--- config.mk ---
export PLATFORM = sky130hd
export DESIGN_NAME = composite_animation_header_parser
export DESIGN_NICKNAME = d
export VERILOG_FILES = /design/src/hw/rtl/cahp_pkg.sv /design/src/hw/rtl/composite_animation_header_parser.sv /design/src/hw/rtl/cahp_front.sv /design/src/hw/rtl/cahp_queue.sv
export SDC_FILE = /design/constraint.sdc
export NUM_CORES = 1
export LEC_CHECK = 0
export BUFFER_PORTS_ARGS = -buffer_cell sky130_fd_sc_hd__buf_2
export CORE_ASPECT_RATIO = 1.4
export CORE_UTILIZATION = 45
export DETAILED_ROUTE_END_ITERATION = 12
export PLACE_DENSITY = 0.72
export RECOVER_POWER = 50
export SLEW_MARGIN = 20
export SYNTH_ARGS = -nofsm -noshare
export SYNTH_HDL_FRONTEND = slang
export SYNTH_HIERARCHICAL = 1
export SYNTH_SLANG_ARGS = --single-unit
--- constraint.sdc ---
create_clock -name clk_i -period 21.5 [get_ports clk_i]
set_input_delay 1.075 -clock clk_i [delete_from_list [all_inputs] [get_ports clk_i]]
set_output_delay 1.075 -clock clk_i [all_outputs]
set_load 0.03 [all_outputs]
--- src/hw/rtl/cahp_pkg.sv ---
package cahp_pkg;

  localparam int MaxLayersDefault = 16;
  localparam int HeaderBytes      = 4 + 24;
  localparam int BlockBytes       = 9;
  localparam int MaxDirections    = 64;
  localparam int QueueDepth       = 4;

  localparam logic [1:0] KindHeader = 2'd0;
  localparam logic [1:0] KindLayer  = 2'd1;
  localparam logic [1:0] KindPrio   = 2'd2;
  localparam logic [1:0] KindStatus = 2'd3;

  localparam logic [2:0] StOk        = 3'd0;
  localparam logic [2:0] StTruncated = 3'd1;
  localparam logic [2:0] StBadLayers = 3'd2;
  localparam logic [2:0] StBadFrames = 3'd3;
  localparam logic [2:0] StBadDirs   = 3'd4;
  localparam logic [2:0] StBadIndex  = 3'd5;

  localparam logic [7:0] ChSpace = 8'h20;
  localparam logic [7:0] ChTab   = 8'h09;

  typedef struct packed {
    logic [7:0] data_byte;
    logic       end_of_buffer;
  } in_t;

  typedef struct packed {
    logic [1:0]  record_kind;
    logic [2:0]  status_code;
    logic [6:0]  direction;
    logic [7:0]  frame;
    logic [4:0]  slot;
    logic [7:0]  value_byte;
    logic [3:0]  composite_index;
    logic [31:0] shadow_trans;
    logic [31:0] weapon_code;
    logic [2:0]  weapon_length;
    logic        last_of_run;
  } out_t;

  // up to two records made by one byte, first one in rec0
  typedef struct packed {
    logic [1:0] vld;
    out_t       rec0;
    out_t       rec1;
  } pair_t;

  function automatic logic is_blank(input logic [7:0] c);
    return (c == ChSpace) || (c == ChTab) || (c == 8'h00);
  endfunction

endpackage

--- src/hw/rtl/composite_animation_header_parser.sv ---
// a record is built from its byte and written into the registered result queue
// throughput: one byte per cycle; a byte makes zero, one or two records and the
//   result queue drains one record per cycle, so bursts of two-record bytes stall push
// full rises when the result queue has fewer than two free entries
// reset: asynchronous, active low; parse restarts at the header, queue empties
module composite_animation_header_parser #(
  parameter int MAX_LAYERS = cahp_pkg::MaxLayersDefault
) (
  input  logic           clk_i,
  input  logic           rst_ni,
  input  logic           push,
  output logic           full,
  input  cahp_pkg::in_t  in_item_i,
  output logic           empty,
  input  logic           pop,
  output cahp_pkg::out_t out_item_o
);
  import cahp_pkg::*;

  logic  accept;
  pair_t pair;

  // a byte is taken whenever the queue has room for two records
  assign accept = push && !full;

  // front: byte parser, makes the records of one item
  cahp_front #(
    .MAX_LAYERS(MAX_LAYERS)
  ) u_front (
    .clk_i    (clk_i),
    .rst_ni   (rst_ni),
    .accept_i (accept),
    .item_i   (in_item_i),
    .pair_o   (pair)
  );

  // back: record queue towards the consumer
  cahp_queue u_queue (
    .clk_i      (clk_i),
    .rst_ni     (rst_ni),
    .pair_i     (pair),
    .full_o     (full),
    .empty_o    (empty),
    .pop_i      (pop),
    .out_item_o (out_item_o)
  );

endmodule

--- src/hw/rtl/cahp_front.sv ---
module cahp_front #(
  parameter int MAX_LAYERS = cahp_pkg::MaxLayersDefault
) (
  input  logic            clk_i,
  input  logic            rst_ni,
  input  logic            accept_i,
  input  cahp_pkg::in_t   item_i,
  output cahp_pkg::pair_t pair_o
);
  import cahp_pkg::*;

  localparam int CW = $clog2(MAX_LAYERS + 1);
  localparam int IW = (MAX_LAYERS > 1) ? $clog2(MAX_LAYERS) : 1;

  localparam logic [2:0] PhHeader    = 3'd0;
  localparam logic [2:0] PhLayers    = 3'd1;
  localparam logic [2:0] PhLayersBad = 3'd2;
  localparam logic [2:0] PhFlags     = 3'd3;
  localparam logic [2:0] PhPrio      = 3'd4;
  localparam logic [2:0] PhDone      = 3'd5;

  logic [2:0]            phase_q, phase_d;
  logic [4:0]            bc_q, bc_d;
  logic [7:0]            layers_q, layers_d;
  logic [7:0]            frames_q, frames_d;
  logic [7:0]            dirs_q, dirs_d;
  logic [CW-1:0]         blk_q, blk_d;
  logic [5:0]            dir_q, dir_d;
  logic [7:0]            frm_q, frm_d;
  logic [CW-1:0]         slot_q, slot_d;
  logic [63:0]           buf_q, buf_d;
  logic [MAX_LAYERS-1:0] seen_q, seen_d;

  logic [7:0]  b;
  logic        main_v, trunc_v;
  out_t        main_r, trunc_r;
  logic [7:0]  idx;
  logic [31:0] wc;
  logic [3:0]  blank;
  logic [2:0]  wl;
  logic [CW-1:0] blk_n, slot_n;
  logic [7:0]  frm_n;
  logic [6:0]  dir_n;
  logic [4:0]  bc_n;

  assign b   = item_i.data_byte;
  assign idx = buf_q[63:56];

  // trailing blank trim, lowest byte first
  always_comb begin
    wc = {buf_q[23:0], b};
    for (int i = 0; i < 4; i++) begin
      blank[i] = is_blank(wc[8*i +: 8]);
    end
    if (!blank[0]) begin
      wl = 3'd4;
    end else if (!blank[1]) begin
      wl = 3'd3;
      wc[7:0] = 8'h00;
    end else if (!blank[2]) begin
      wl = 3'd2;
      wc[15:0] = 16'h0000;
    end else if (!blank[3]) begin
      wl = 3'd1;
      wc[23:0] = 24'h000000;
    end else begin
      wl = 3'd0;
      wc = 32'h0;
    end
  end

  always_comb begin
    phase_d  = phase_q;
    bc_d     = bc_q;
    layers_d = layers_q;
    frames_d = frames_q;
    dirs_d   = dirs_q;
    blk_d    = blk_q;
    dir_d    = dir_q;
    frm_d    = frm_q;
    slot_d   = slot_q;
    buf_d    = buf_q;
    seen_d   = seen_q;
    main_v   = 1'b0;
    main_r   = '0;
    blk_n    = blk_q + CW'(1);
    slot_n   = slot_q + CW'(1);
    frm_n    = frm_q + 8'd1;
    dir_n    = {1'b0, dir_q} + 7'd1;
    bc_n     = bc_q + 5'd1;

    case (phase_q)
      PhHeader: begin
        if (bc_q == 5'd0) layers_d = b;
        if (bc_q == 5'd1) frames_d = b;
        if (bc_q == 5'd2) dirs_d = b;
        if (bc_q == 5'd3) buf_d = {56'h0, b};
        if (bc_q >= 5'(HeaderBytes - 1)) begin
          main_v = 1'b1;
          main_r.record_kind = KindStatus;
          if (layers_q == 8'd0 || layers_q > 8'(MAX_LAYERS)) begin
            main_r.status_code = StBadLayers;
            phase_d = PhDone;
          end else if (frames_q == 8'd0) begin
            main_r.status_code = StBadFrames;
            phase_d = PhDone;
          end else if (dirs_q == 8'd0 || dirs_q > 8'(MaxDirections)) begin
            main_r.status_code = StBadDirs;
            phase_d = PhDone;
          end else begin
            main_r.record_kind = KindHeader;
            main_r.direction   = dirs_q[6:0];
            main_r.frame       = frames_q;
            main_r.slot        = layers_q[4:0];
            main_r.value_byte  = buf_q[7:0];
            phase_d = PhLayers;
            bc_d    = 5'd0;
            blk_d   = '0;
          end
        end else begin
          bc_d = bc_n;
        end
      end
      PhLayers, PhLayersBad: begin
        if (phase_q == PhLayers) begin
          if (bc_q == 5'd0) begin
            if (b >= 8'(MAX_LAYERS)) begin
              phase_d = PhLayersBad;
            end else begin
              buf_d = {56'h0, b};
            end
          end else if (bc_q == 5'(BlockBytes - 1)) begin
            if (!seen_q[idx[IW-1:0]]) begin
              seen_d[idx[IW-1:0]] = 1'b1;
              main_v = 1'b1;
              main_r.record_kind     = KindLayer;
              main_r.composite_index = idx[3:0];
              main_r.shadow_trans    = buf_q[55:24];
              main_r.weapon_code     = wc;
              main_r.weapon_length   = wl;
            end
          end else begin
            buf_d = {buf_q[55:0], b};
          end
        end
        bc_d = bc_n;
        if (bc_n >= 5'(BlockBytes)) begin
          bc_d  = 5'd0;
          blk_d = blk_n;
          if (8'(blk_n) >= layers_q) begin
            if (phase_q == PhLayersBad) begin
              main_v = 1'b1;
              main_r.record_kind = KindStatus;
              main_r.status_code = StBadIndex;
              phase_d = PhDone;
            end else begin
              phase_d = PhFlags;
              frm_d   = 8'd0;
            end
          end
        end
      end
      PhFlags: begin
        frm_d = frm_n;
        if (frm_n >= frames_q) begin
          phase_d = PhPrio;
          dir_d   = 6'd0;
          frm_d   = 8'd0;
          slot_d  = '0;
        end
      end
      PhPrio: begin
        main_v = 1'b1;
        main_r.record_kind = KindPrio;
        main_r.direction   = {1'b0, dir_q};
        main_r.frame       = frm_q;
        main_r.slot        = 5'(slot_q);
        main_r.value_byte  = b;
        slot_d = slot_n;
        if (8'(slot_n) >= layers_q) begin
          slot_d = '0;
          frm_d  = frm_n;
          if (frm_n >= frames_q) begin
            frm_d = 8'd0;
            dir_d = dir_n[5:0];
            if ({1'b0, dir_n} >= dirs_q) begin
              main_v = 1'b1;
              phase_d = PhDone;
              // status closes the run in the second slot
            end
          end
        end
      end
      default: begin
      end
    endcase

    trunc_v = 1'b0;
    trunc_r = '0;
    trunc_r.record_kind = KindStatus;
    if (item_i.end_of_buffer) begin
      trunc_r.status_code = StTruncated;
      trunc_v = (phase_d != PhDone);
      phase_d  = PhHeader;
      bc_d     = 5'd0;
      layers_d = 8'd0;
      frames_d = 8'd0;
      dirs_d   = 8'd0;
      blk_d    = '0;
      dir_d    = 6'd0;
      frm_d    = 8'd0;
      slot_d   = '0;
      seen_d   = '0;
    end
  end

  // a priority byte that ends the run makes a priority record and an ok status
  logic prio_end;
  out_t ok_r;
  assign prio_end = (phase_q == PhPrio) && (phase_d == PhDone || item_i.end_of_buffer)
                    && main_v && (8'(slot_n) >= layers_q) && (frm_n >= frames_q)
                    && ({1'b0, dir_n} >= dirs_q);

  always_comb begin
    ok_r = '0;
    ok_r.record_kind = KindStatus;
    ok_r.status_code = StOk;
    ok_r.last_of_run = 1'b1;
    pair_o = '0;
    if (prio_end) begin
      pair_o.vld  = 2'b11;
      pair_o.rec0 = main_r;
      pair_o.rec1 = ok_r;
    end else if (main_v) begin
      pair_o.rec0 = main_r;
      pair_o.vld[0] = 1'b1;
      if (trunc_v) begin
        pair_o.rec1 = trunc_r;
        pair_o.rec1.last_of_run = 1'b1;
        pair_o.vld[1] = 1'b1;
      end else begin
        pair_o.rec0.last_of_run = 1'b1;
      end
    end else if (trunc_v) begin
      pair_o.rec0 = trunc_r;
      pair_o.rec0.last_of_run = 1'b1;
      pair_o.vld[0] = 1'b1;
    end
    if (!accept_i) pair_o.vld = 2'b00;
  end

  always_ff @(posedge clk_i or negedge rst_ni) begin
    if (!rst_ni) begin
      phase_q  <= PhHeader;
      bc_q     <= 5'd0;
      layers_q <= 8'd0;
      frames_q <= 8'd0;
      dirs_q   <= 8'd0;
      blk_q    <= '0;
      dir_q    <= 6'd0;
      frm_q    <= 8'd0;
      slot_q   <= '0;
      seen_q   <= '0;
    end else if (accept_i) begin
      phase_q  <= phase_d;
      bc_q     <= bc_d;
      layers_q <= layers_d;
      frames_q <= frames_d;
      dirs_q   <= dirs_d;
      blk_q    <= blk_d;
      dir_q    <= dir_d;
      frm_q    <= frm_d;
      slot_q   <= slot_d;
      seen_q   <= seen_d;
    end
  end

  always_ff @(posedge clk_i) begin
    if (accept_i) buf_q <= buf_d;
  end

endmodule

--- src/hw/rtl/cahp_queue.sv ---
module cahp_queue (
  input  logic            clk_i,
  input  logic            rst_ni,
  input  cahp_pkg::pair_t pair_i,
  output logic            full_o,
  output logic            empty_o,
  input  logic            pop_i,
  output cahp_pkg::out_t  out_item_o
);
  import cahp_pkg::*;

  localparam int PW = $clog2(QueueDepth);
  localparam int CNW = $clog2(QueueDepth + 1);

  out_t           mem_q [QueueDepth];
  logic [PW-1:0]  wr_q, rd_q;
  logic [CNW-1:0] cnt_q, cnt_d;
  logic [1:0]     nwr;
  logic           do_pop;

  assign nwr     = {1'b0, pair_i.vld[0]} + {1'b0, pair_i.vld[1]};
  assign empty_o = (cnt_q == '0);
  assign full_o  = (cnt_q > CNW'(QueueDepth - 2));
  assign do_pop  = pop_i && !empty_o;
  assign out_item_o = mem_q[rd_q];
  assign cnt_d   = cnt_q + CNW'(nwr) - CNW'(do_pop);

  always_ff @(posedge clk_i) begin
    if (pair_i.vld[0]) mem_q[wr_q] <= pair_i.rec0;
    if (pair_i.vld[1]) mem_q[wr_q + PW'(1)] <= pair_i.rec1;
  end

  always_ff @(posedge clk_i or negedge rst_ni) begin
    if (!rst_ni) begin
      wr_q  <= '0;
      rd_q  <= '0;
      cnt_q <= '0;
    end else begin
      wr_q  <= wr_q + PW'(nwr);
      rd_q  <= rd_q + PW'(do_pop);
      cnt_q <= cnt_d;
    end
  end

  a_cnt_bound: assert property (@(posedge clk_i) disable iff (!rst_ni)
    cnt_q <= CNW'(QueueDepth))
    else $error("queue count above depth");
  a_no_write_full: assert property (@(posedge clk_i) disable iff (!rst_ni)
    full_o |-> (pair_i.vld == 2'b00))
    else $error("write into full queue");
  a_pop_count: assert property (@(posedge clk_i) disable iff (!rst_ni)
    (do_pop && pair_i.vld == 2'b00) |=> (cnt_q == $past(cnt_q) - CNW'(1)))
    else $error("pop did not drop count");

endmodule
## Word-level counts from Yosys, hierarchy flattened

Memory sizes are Yosys's and may differ from the RTL's.
Cells that the tools add are included.

| storage, ports and cells | value |
|---|---|
| register bits after elaboration | 139 |
| memory bits (writable) | 420 |
| input port bits | 13 |
| output and inout bits | 107 |
| logic and storage cells | 254 |
| memories | 1 |

| operators by class | value |
|---|---|
| add/subtract/negate cells | 11 |
| magnitude comparators | 12 |
| eq/ne operators | 37 |
| muxes and demuxes | 125 |
| bitwise operators | 1 |
| reductions and logical operators | 53 |

Memories:

| name | depth | bits a word | rd ports | clocked after memory_dff | write ports | RTL line | source |
|---|---|---|---|---|---|---|---|
| u_queue.mem_q | 4 | 105 | 1 | 0 | 2 | cahp_queue.sv:15 | `out_t mem_q [QueueDepth];` |

Operators with widths:

| cell | number |
|---|---|
| 71-bit 2-to-1 mux | 5 |
| 60-bit 2-to-1 mux | 5 |
| 106-bit 2-to-1 mux | 2 |
| 212-bit 2-to-1 mux | 1 |
| 105-bit 2-to-1 mux | 2 |
| 8-bit 2-to-1 mux | 16 |
| 60-bit case mux with 2 select lines | 1 |
| 16-bit 2-to-1 mux | 7 |
| 28-bit 2-to-1 mux | 3 |
| 5-bit 2-to-1 mux | 15 |
| 3-bit 2-to-1 mux | 21 |
| 8-bit zero test | 7 |
| 28-bit case mux with 2 select lines | 1 |
| 33-bit 2-to-1 mux | 1 |
| 8-bit by 4-bit == test with 1-bit output, second input constant | 4 |
| 8-bit by 6-bit == test with 1-bit output, second input constant | 4 |
| 32-bit 2-to-1 mux | 1 |
| 5-bit case mux with 2 select lines | 3 |
| 24-bit 2-to-1 mux | 1 |
| 6-bit 2-to-1 mux | 4 |
| 8-bit case mux with 3 select lines | 1 |
| 1-bit 2-to-1 mux | 21 |
| 3-bit by 2-bit != test with 1-bit output, second input constant | 7 |
| 3-bit != test, second input constant | 6 |
| other kinds (51) | 100 |

## Longest topological paths before layout

Gate-level depths: netlist (run 1).

| depth | value |
|---|---|
| depth after elaboration | 20 |
| depth in mapped cells | 26 |

## Modules after synthesis

Netlist (run 1), hierarchy kept.

By module, submodules not included:

| module | times used | cells each | area each (um^2) |
|---|---|---|---|
| cahp_queue | 1 | 1,054 | 20,504.7 |
| cahp_front | 1 | 900 | 8,541.9 |
| composite_animation_header_parser | 1 | 1 | 13.8 |

## Worst setup path after synthesis (run 1)

OpenSTA, ideal clock, no wires.

| timing path | value |
|---|---|
| path kind | reg2reg |
| start point | register u_front.frm_q[0] |
| end point | memory u_queue/mem_q[2][0] in the netlist's numbering (enable) |
| arrival | 10.343 ns |
| required time | 20.786 ns |
| slack | 10.443 ns |
| cell stages (with the launch flop) | 18 |
| cells stage by stage | dfrtp_1 > ha_1 > nand3_1 > nor2_1 > xor2_1 > ha_1 > nand4_1 > o31a_1 > clkbuf_1 > a21oi_1 > nor2_1 > nor4_1 > o31ai_2 > ha_1 > inv_1 > o21a_1 > nand2b_1 > o21ai_0 |

RTL lines:

| what | RTL line | source |
|---|---|---|
| start, declared | cahp_front.sv:29 | `logic [7:0] frm_q, frm_d;` |
| start signal, assigned | cahp_front.sv:272 | `frm_q <= frm_d;` |
| end, declared | cahp_queue.sv:15 |  |

==> insert_results.sql, run 1 <==
INSERT INTO impl_metrics (metric_group, metric, value, unit) VALUES
('floorplanning', 'row_cnt', '109', ''),
('sta', 'fin_setup_tns', '0', 'ps'),
('floorplanning', 'coreArea', '0.0636', 'mm2'),
('detailed_routing', 'postRouteAntennaNets', '0', ''),
('floorplanning', 'ios', '120', ''),
('cts', 'cts_hold_buffers', '0', ''),
('logic_synthesis', 'synthDominantCellAreaShare', '0.496', ''),
('place', 'io_buffers', '119', ''),
('place', 'detailed_place_hpwl', '42500', 'um'),
('grt', 'antenna_found_initial', '2', ''),
('worst_hold_path', 'worstHoldPathType', 'reg -> reg', ''),
('critical_path', 'critPathCaptureType', 'register', ''),
('status', 'violations_in_the_final_reports', 'max-capacitance violations, max-slew violations', ''),
('detailed_routing', 'vias', '16478', ''),
('critical_path', 'required', '21950', 'ps'),
('grt', 'grt_pass1_wl', '104000', 'um'),
('power', 'finalPower', '0.00326', 'W'),
('cts', 'cts_root_buf', 'clkbuf_16', ''),
('critical_path', 'critPathKind', 'reg -> reg', ''),
('grt', 'globalRoute.totalOverflow', '0', ''),
('critical_path', 'critical_path_arrival', '9340', 'ps'),
('power', 'worst_ir_drop_vdd', '78.5', 'uV'),
('logic_synthesis', 'synth_top_family_by_area', 'multiplexers', ''),
('critical_path', 'worstSetupStartpointType', 'register', ''),
('finish', 'final_net_count', '2101', ''),
('power', 'p_leak', '11.8', 'nW'),
('logic_synthesis', 'syn_avg_cell_area', '14.9', 'um2'),
('finish', 'layout-drive-gt1-share', '0.307', ''),
('logic_synthesis', 'synthTopCellsByArea', 'edfxtp_1 50%, mux2_2 17%, mux4_2 8.4%', ''),
('cts', 'clk-insertion-delay-late', '590', 'ps'),
('logic_synthesis', 'post_synth_num_cell_types', '66', ''),
('sta', 'max_freq', '112', 'MHz'),
('critical_path', 'crit_path_max_fanout', '55', ''),
('logic_synthesis', 'ys_dominant_reg_cell', 'edfxtp_1', ''),
('sta', 'worstMarginPinSlew', '3810', 'ps'),
('finish', 'sequential_cell_area', '0.0164', 'mm2'),
('logic_synthesis', 'ys_top_cells_by_count', '480 x edfxtp_1, 435 x mux2_2, 123 x and2_1', ''),
('sta', 'timing_max_transition_violations_final', '600', ''),
('logic_synthesis', 'proportion_of_register_bits_with_asynchronous_set_or_reset_after_synthesis', '0.141', ''),
('logic_synthesis', 'synth_seq_area_share', '0.564', ''),
('place', 'pre_cts_slack', '14590', 'ps'),
('logic_synthesis', 'yosys-mux-area-fraction', '0.255', ''),
('cts', 'cts.htree.levels', '2', ''),
('logic_synthesis', 'share_of_synthesized_cell_area_in_and_or_nand_and_nor_gates', '0.0696', ''),
('detailed_routing', 'avgViaCountPerCell', '5.65', ''),
('floorplanning', 'die_x', '217', 'um'),
('grt', 'grt_start_max_net_pins', '63', ''),
('sta', 'finalSetupViolations', '0', ''),
('logic_synthesis', 'ys_seq_elements', '559', ''),
('sta', 'final_critical_path_setup_slack', '12610', 'ps'),
('sta', 'rsz_0062_raised_after_global_routing', 'false', ''),
('cts', 'cts_tree', 'built', ''),
('finish', 'multiInputGateArea', '0.0116', 'mm2'),
('sta', 'finalCriticalPeriod', '8890', 'ps'),
('detailed_routing', 'wl', '68000', 'um'),
('finish', 'synthToLayoutAreaGrowth', '8.44', '%'),
('cts', 'numCtsBuffers', '53', ''),
('grt', 'grt_usage', '0.208', ''),
('place', 'placement.cell_area', '0.0301', 'mm2'),
('detailed_routing', 'detail_route.drc_violations', '0', ''),
('logic_synthesis', 'netlist.top_cell.by_area', 'edfxtp_1', ''),
('place', 'globalplace.congestion', '0.872', ''),
('cts', 'clk_pin_slew', '60', 'ps'),
('sta', 'fin_crit_sh', '0.414', ''),
('sta', 'timing.clock.skew', '11.0', 'ps'),
('status', 'run_status', 'finished, violations left', ''),
('finish', 'final_design_area_no_fill', '0.0315', 'mm2'),
('logic_synthesis', 'post_synth_fa_ha_maj_area_fraction', '0.0188', ''),
('run', 'maxCapViolCount', '15', ''),
('finish', 'antennaDiodeCount', '0', ''),
('grt', 'grt_pass1_vias', '17446', '');
## cell families after synthesis
family | after synthesis
AND/OR/NAND/NOR | 376
flip-flops | 559
XOR/XNOR | 25
other | 1
multiplexers | 550
buffers and inverters | 252
AO/OA/AOI/OAI | 149
adder cells (fa/ha/maj) | 43
## cell type report
class,count,area share
Tap cell,832,0.0330
Sequential cell,559,0.520
Inverter,42,0.00500
Clock inverter,19,0.00810
Timing Repair Buffer,145,0.0193
Clock buffer,78,0.0470
Multi-Input combinational cell,1244,0.367
## worst max-delay path, cell delays in order, from the launching register on
cell and delay, ps:
dfrtp_1 440, ha_1 220, nand3_1 120, nor2_1 170, xor2_1 100, ha_1 330, nand4_1 90, o31a_1 460
nor4_1 780, nor4_1 160, o31ai_1 530, inv_1 150, ha_1 220, or2_0 420, and2_0 370, nand3b_1 150
clkbuf_1 2610, buf_4 1040, mux2_2 310
## path summary, 6_finish.rpt
check	from	endpoint	slack (ps)	depth (start not counted)
setup / recovery	u_front/frm_q[0]	u_queue/mem_q[2][23]	12610	18
hold / removal	u_front/seen_q[8]	u_front/seen_q[8]	480	2
setup reg to reg	u_front/frm_q[0]	u_queue/mem_q[2][23]	12610	18
hold reg to reg	u_front/seen_q[8]	u_front/seen_q[8]	480	2
max in group asynchronous	rst_ni	u_queue/rd_q[1]	16930	2
min in group asynchronous	rst_ni	u_front/frm_q[0]	1130	1
## cell usage in the layout (no fill, tap or decap), types with 6 or more instances in the layout
cell,count
a21o_1,6
a21oi_1,21
a22o_1,8
a22oi_1,27
a32o_1,8
and2_0,36
and2_1,87
and3_1,10
buf_4,16
bufinv_16,6
clkbuf_1,146
clkbuf_16,55
conb_1,101
dfrtp_1,78
edfxtp_1,480
ha_1,42
inv_1,42
mux2_2,432
mux2i_1,6
mux4_2,109
nand2_1,68
nand2b_1,14
nand3_1,21
nand3b_1,6
nor2_1,71
nor2b_1,14
nor3_1,16
nor3b_1,7
nor4_1,6
o21ai_0,47
xnor2_1,17
xor2_1,8
## through the flow
stage	std cells	hold WS [ps]
finish	2919	481
global route	2919	504
CTS	2919	469
detailed placement	2822	474
global placement	2822	457
floorplan	2055	439
## sequential cells by signal, summed over array words and instances, names as in the netlist, 5 cells and up
signal            count
u_front/bc_q          5
u_front/blk_q         5
u_front/buf_q        60
u_front/dir_q         6
u_front/dirs_q        8
u_front/frames_q      8
u_front/frm_q         8
u_front/layers_q      8
u_front/seen_q       16
u_front/slot_q        5
u_queue/mem_q       420
## routing by layer
| metal | share of wire | routed length [um] | vias up | track usage |
|---|---|---|---|---|
| li1 | - | - | 7434 | - |
| met5 | 0 | 0 | - | 0 |
| met3 | 0.040 | 2700 | 88 | 0.0202 |
| met4 | 0.024 | 1610 | 0 | 0.0592 |
| met2 | 0.54 | 36700 | 405 | 0.392 |
| met1 | 0.40 | 26900 | 8551 | 0.250 |
## where the power goes
part           total [W]  switching [W]  internal [W]
combinational   0.000943       0.000616      0.000327
clock           0.000951       0.000401      0.000550
sequential       0.00137      0.0000967       0.00127
total            0.00326        0.00111       0.00215
Note: power is estimated with default switching activity, not from simulation.
==> run 2: changes to the inputs <==
Settings changed: ABC_AREA set to 1, PLACE_DENSITY 0.72 to 0.74.
Clock period 21.5 ns to 7.35 ns, I/O delays scaled along.
==> run 2 against run 1 <==
  * Combinational power rose to 5.0 times the previous value
  * Largest cell class unchanged
  * First-iteration DRC count up 140%
  * Clock power grew to 2.9 times the previous value
  * Critical path type is now reg -> out
  * The run still ends with max-capacitance violations, max-slew violations left
  * Cell area grew 12%
  * Flip-flop and latch count unchanged
  * Largest power group is now combinational logic
  * Global-route usage up 4.6 points
==> insert_results.sql, run 2 <==
INSERT INTO impl_metrics (metric_group, metric, value, unit) VALUES
('status', 'run_status', 'finished, violations left', ''),
('status', 'violations_in_the_final_reports', 'max-capacitance violations, max-slew violations', ''),
('critical_path', 'worst_reg2reg_endpoint', 'u_queue/mem_q[0][10]', ''),
('finish', 'synthToLayoutAreaGrowth', '6.41', '%'),
('sta', 'rsz_0062_raised_after_global_routing', 'false', ''),
('power', 'power_report.internal_total', '0.00635', 'W'),
('logic_synthesis', 'synth_top_family_by_area', 'simple AND/OR/NAND/NOR gates', ''),
('sta', 'timing_max_transition_violations_final', '643', ''),
('critical_path', 'worst-path-stages', '5', ''),
('critical_path', 'critPathCaptureType', 'primary output', ''),
('power', 'p_comb_frac', '0.407', ''),
('cts', 'cts.repair_timing.setup_buffer_count', '0', ''),
('power', 'finalPower', '0.0117', 'W'),
('grt', 'globalRoute.totalOverflow', '0', ''),
('critical_path', 'critPathKind', 'reg -> out', ''),
('logic_synthesis', 'ys_dominant_reg_cell', 'edfxtp_1', ''),
('finish', 'layout_commonest_cell', 'nand2_1', ''),
('logic_synthesis', 'synth_enable_flop_cells', '480', ''),
('cts', 'clk-insertion-delay-late', '620', 'ps'),
('cts', 'cts_tree', 'built', ''),
('floorplanning', 'die_x', '231', 'um'),
('detailed_routing', 'detail_route.drc_violations', '0', ''),
('finish', 'antennaDiodeCount', '0', ''),
('sta', 'max_freq', '150', 'MHz'),
('logic_synthesis', 'netlist.top_cell.by_area', 'edfxtp_1', ''),
('critical_path', 'timing.critical_path.mode_cell', 'clkbuf_1', ''),
('detailed_routing', 'met3RoutedLength', '7160', 'um'),
('critical_path', 'critical_path.slowest_cell', 'clkbuf_1', ''),
('worst_hold_path', 'worstHoldPathType', 'in -> reg', ''),
('logic_synthesis', 'synth_xor_xnor_area_share', '0.00503', ''),
('finish', 'largest_registers', 'u_queue/mem_q (420), u_front/buf_q (60), u_front/seen_q (16)', ''),
('detailed_routing', 'wl', '94900', 'um'),
('logic_synthesis', 'yosys-mux-area-fraction', '0', ''),
('detailed_routing', 'drt-wirelength-per-cell', '18.2', 'um'),
('logic_synthesis', 'synthDominantCellAreaShare', '0.436', ''),
('grt', 'grt_pass1_vias', '26902', ''),
('floorplanning', 'overall_die_area', '0.0746', 'mm2'),
('logic_synthesis', 'proportion_of_register_bits_with_asynchronous_set_or_reset_after_synthesis', '0.141', ''),
('finish', 'layout-drive-gt1-share', '0.0370', ''),
('power', 'worst_ir_drop_vdd', '250', 'uV'),
('sta', 'finalSetupViolations', '0', ''),
('critical_path', 'worstSetupStartpointType', 'register', ''),
('critical_path', 'r2r-start', 'u_front/phase_q[2]', ''),
('place', 'detailed_place_hpwl', '55700', 'um'),
('critical_path', 'setup.worst_path.start', 'u_queue/rd_q[1]', ''),
('cts', 'numCtsBuffers', '53', ''),
('sta', 'worstMarginPinSlew', '4670', 'ps'),
('floorplanning', 'ios', '120', ''),
('logic_synthesis', 'syn_inst', '4265', ''),
('grt', 'grt_usage', '0.254', ''),
('logic_synthesis', 'post_synth_instance_area', '0.0331', 'mm2'),
('logic_synthesis', 'post_synth_num_cell_types', '55', ''),
('power', 'switching_share', '0.456', ''),
('logic_synthesis', 'ys_seq_elements', '559', ''),
('place', 'placement.cell_area', '0.0338', 'mm2'),
('finish', 'top_register', 'u_queue/mem_q', ''),
('logic_synthesis', 'syn_avg_cell_area', '7.76', 'um2'),
('place', 'io_buffers', '119', ''),
('detailed_routing', 'postRouteAntennaNets', '0', ''),
('finish', 'largest_register_ff_count', '420', ''),
('power', 'p_seq_frac', '0.358', ''),
('cts', 'cts.htree.levels', '2', ''),
('cts', 'cts_root_buf', 'clkbuf_16', ''),
('sta', 'max-slew-margin-rel', '-2.11', ''),
('finish', 'core_util_final', '0.484', ''),
('logic_synthesis', 'synth_compound_area_frac', '0.0462', ''),
('grt', 'grt_start_max_net_pins', '107', ''),
('power', 'power.density_cell_area', '332', 'mW/mm2'),
('cts', 'cts_num_sinks', '559', ''),
('logic_synthesis', 'synth.most_common_cell', 'nand2_1', ''),
('place', 'globalplace.congestion', '0.956', ''),
('critical_path', 'crit_path_max_fanout', '69', ''),
('sta', 'fin_crit_sh', '0.909', ''),
('logic_synthesis', 'synth_seq_area_share', '0.495', ''),
('logic_synthesis', 'ys_top_cells_by_count', '1469 x nand2_1, 711 x inv_1, 480 x edfxtp_1', ''),
('floorplanning', 'initial_core_util', '0.455', ''),
('detailed_routing', 'top_layer_used', 'met4', ''),
('detailed_routing', 'detailroute.wirelength.met2', '48000', 'um'),
('floorplanning', 'coreArea', '0.0728', 'mm2'),
('sta', 'timing.clock.skew', '26.0', 'ps'),
('critical_path', 'critical_path_cell_list', 'inv_4 -> clkbuf_1 -> nand3_1 -> nand2_1 -> clkbuf_1', ''),
('critical_path', 'worst_path_largest_cell_delay', '3290', 'ps'),
('critical_path', 'rr_worst_depth', '18', ''),
('critical_path', 'crit_family', 'buffers and inverters', ''),
('logic_synthesis', 'synthTopCellsByArea', 'edfxtp_1 44%, nand2_1 17%, inv_1 8.1%', ''),
('floorplanning', 'row_cnt', '117', ''),
('cts', 'clk_pin_slew', '60', 'ps'),
('run', 'maxCapViolCount', '11', ''),
('finish', 'fillers', '6923', ''),
('critical_path', 'worst_r2r_setup_slack', '970', 'ps'),
('detailed_routing', 'avgViaCountPerCell', '5.32', ''),
('sta', 'fin_setup_tns', '0', 'ps'),
('cts', 'cts_max_path_buffers', '3', ''),
('grt', 'antenna_found_initial', '0', ''),
('detailed_routing', 'drt_iter0_drc', '2470', ''),
('critical_path', 'crit_end', 'out_item_o[58]', ''),
('grt', 'grt_pass1_wl', '148000', 'um'),
('logic_synthesis', 'share_of_synthesized_cell_area_in_and_or_nand_and_nor_gates', '0.297', ''),
('critical_path', 'critical_path_arrival', '6320', 'ps'),
('finish', 'commonest_non_fill_non_tap_cells_in_the_layout', '1469 x nand2_1, 712 x inv_1, 480 x edfxtp_1', ''),
('detailed_routing', 'drt_pre_antenna_iters', '6', ''),
('logic_synthesis', 'synth_warnings', '6', ''),
('sta', 'finalCriticalPeriod', '6680', 'ps'),
('power', 'p_sw', '0.00533', 'W'),
('sta', 'whs', '144', 'ps'),
('critical_path', 'required', '6980', 'ps'),
('logic_synthesis', 'post_synth_fa_ha_maj_area_fraction', '0.0165', ''),
('critical_path', 'critical_path_buf_inv_count', '3', ''),
('power', 'pwr-share-clk', '0.235', ''),
('cts', 'cts-resized-gates', '0', ''),
('finish', 'final_net_count', '4282', ''),
('detailed_routing', 'routedLengthMet1', '35000', 'um'),
('power', 'p_leak', '16.3', 'nW'),
('sta', 'timing.final.hold_violations', '0', ''),
('detailed_routing', 'vias', '27765', ''),
('finish', 'final_design_area_no_fill', '0.0352', 'mm2'),
('floorplanning', 'fp.dieH', '323', 'um');
## run 2: cell count changes in the layout (fill, tap and decap cells not counted), sizes merged, moves of 109 or more
| cell | previous run | this run |
|---|---|---|
| and2 | 123 | 1 |
| o21ai | 50 | 186 |
| inv | 44 | 725 |
| nand3 | 21 | 394 |
| mux2 | 435 | 0 |
| nand2 | 68 | 1474 |
| nand4 | 3 | 220 |
| mux4 | 109 | 0 |
## run 2: what timing repair did
action,in CTS,in global routing
hold endpoints to repair,9,0
endpoints found under the setup margin,0,0
hold buffers,1,0
## run 2: how the worst min path moves through the flow
| stage | depth (start not counted) | from | end |
|---|---|---|---|
| 2_1_floorplan | 0 | rst_ni | u_front/bc_q[0] |
| 3_3_place_gp | 1 | rst_ni | u_front/dir_q[3] |
| 3_5_place_dp | 1 | rst_ni | u_front/dir_q[3] |
| 4_1_cts | 1 | in_item_i[4] | u_front/buf_q[3] |
| 5_1_grt | 1 | in_item_i[4] | u_front/buf_q[3] |
| 6_report | 1 | in_item_i[4] | u_front/buf_q[3] |
## run 2: cell families after synthesis
group,count (synthesis)
and+or+nand+nor,2288
buffers and inverters,1080
DFF,559
AOI/OAI and AO/OA,275
adders and majority gates,43
xor gates and xnor gates,19
other,1
## run 2: cell type report
type | count | area, um2 | area share
sequential | 559 | 16400 | 0.466
multi-input combinational | 2726 | 12400 | 0.352
clock inverter | 23 | 191 | 0.00544
clock buffer | 75 | 1490 | 0.0424
timing repair buffer | 158 | 778 | 0.0221
tap | 952 | 1190 | 0.0338
inverter | 728 | 2750 | 0.0780
## run 2: power by group through the flow
stage | Clock [W] | Combinational, W | Sequential [W]
2_1_floorplan | 0 | 0.00343 | 0.00403
3_3_place_gp | 0 | 0.00481 | 0.00422
3_5_place_dp | 0 | 0.00486 | 0.00423
4_1_cts | 0.00276 | 0.00488 | 0.00417
5_1_grt | 0.00286 | 0.00516 | 0.00421
6_report | 0.00274 | 0.00476 | 0.00418
## run 2: worst reg2reg max path: cells and delay by family, from the launching register on
family	cells	cell delay, ps
buffers and inverters	6	3480
adder cells (fa/ha/maj)	1	150
flip-flops	1	390
AO/OA/AOI/OAI	2	440
AND/OR/NAND/NOR	9	1410
## run 2: metal layers
layer | up-vias | GRT usage
met2 | 1236 | 0.454
met3 | 234 | 0.0310
met5 | - | 0
li1 | 13343 | -
met1 | 12952 | 0.295
met4 | 0 | 0.136
## run 2: metrics by stage
step	worst slack, ps	cells
global placement	1510	5121
floorplan	1120	4365
detailed placement	1460	5121
CTS	1410	5220
finish	666	5221
global route	619	5221
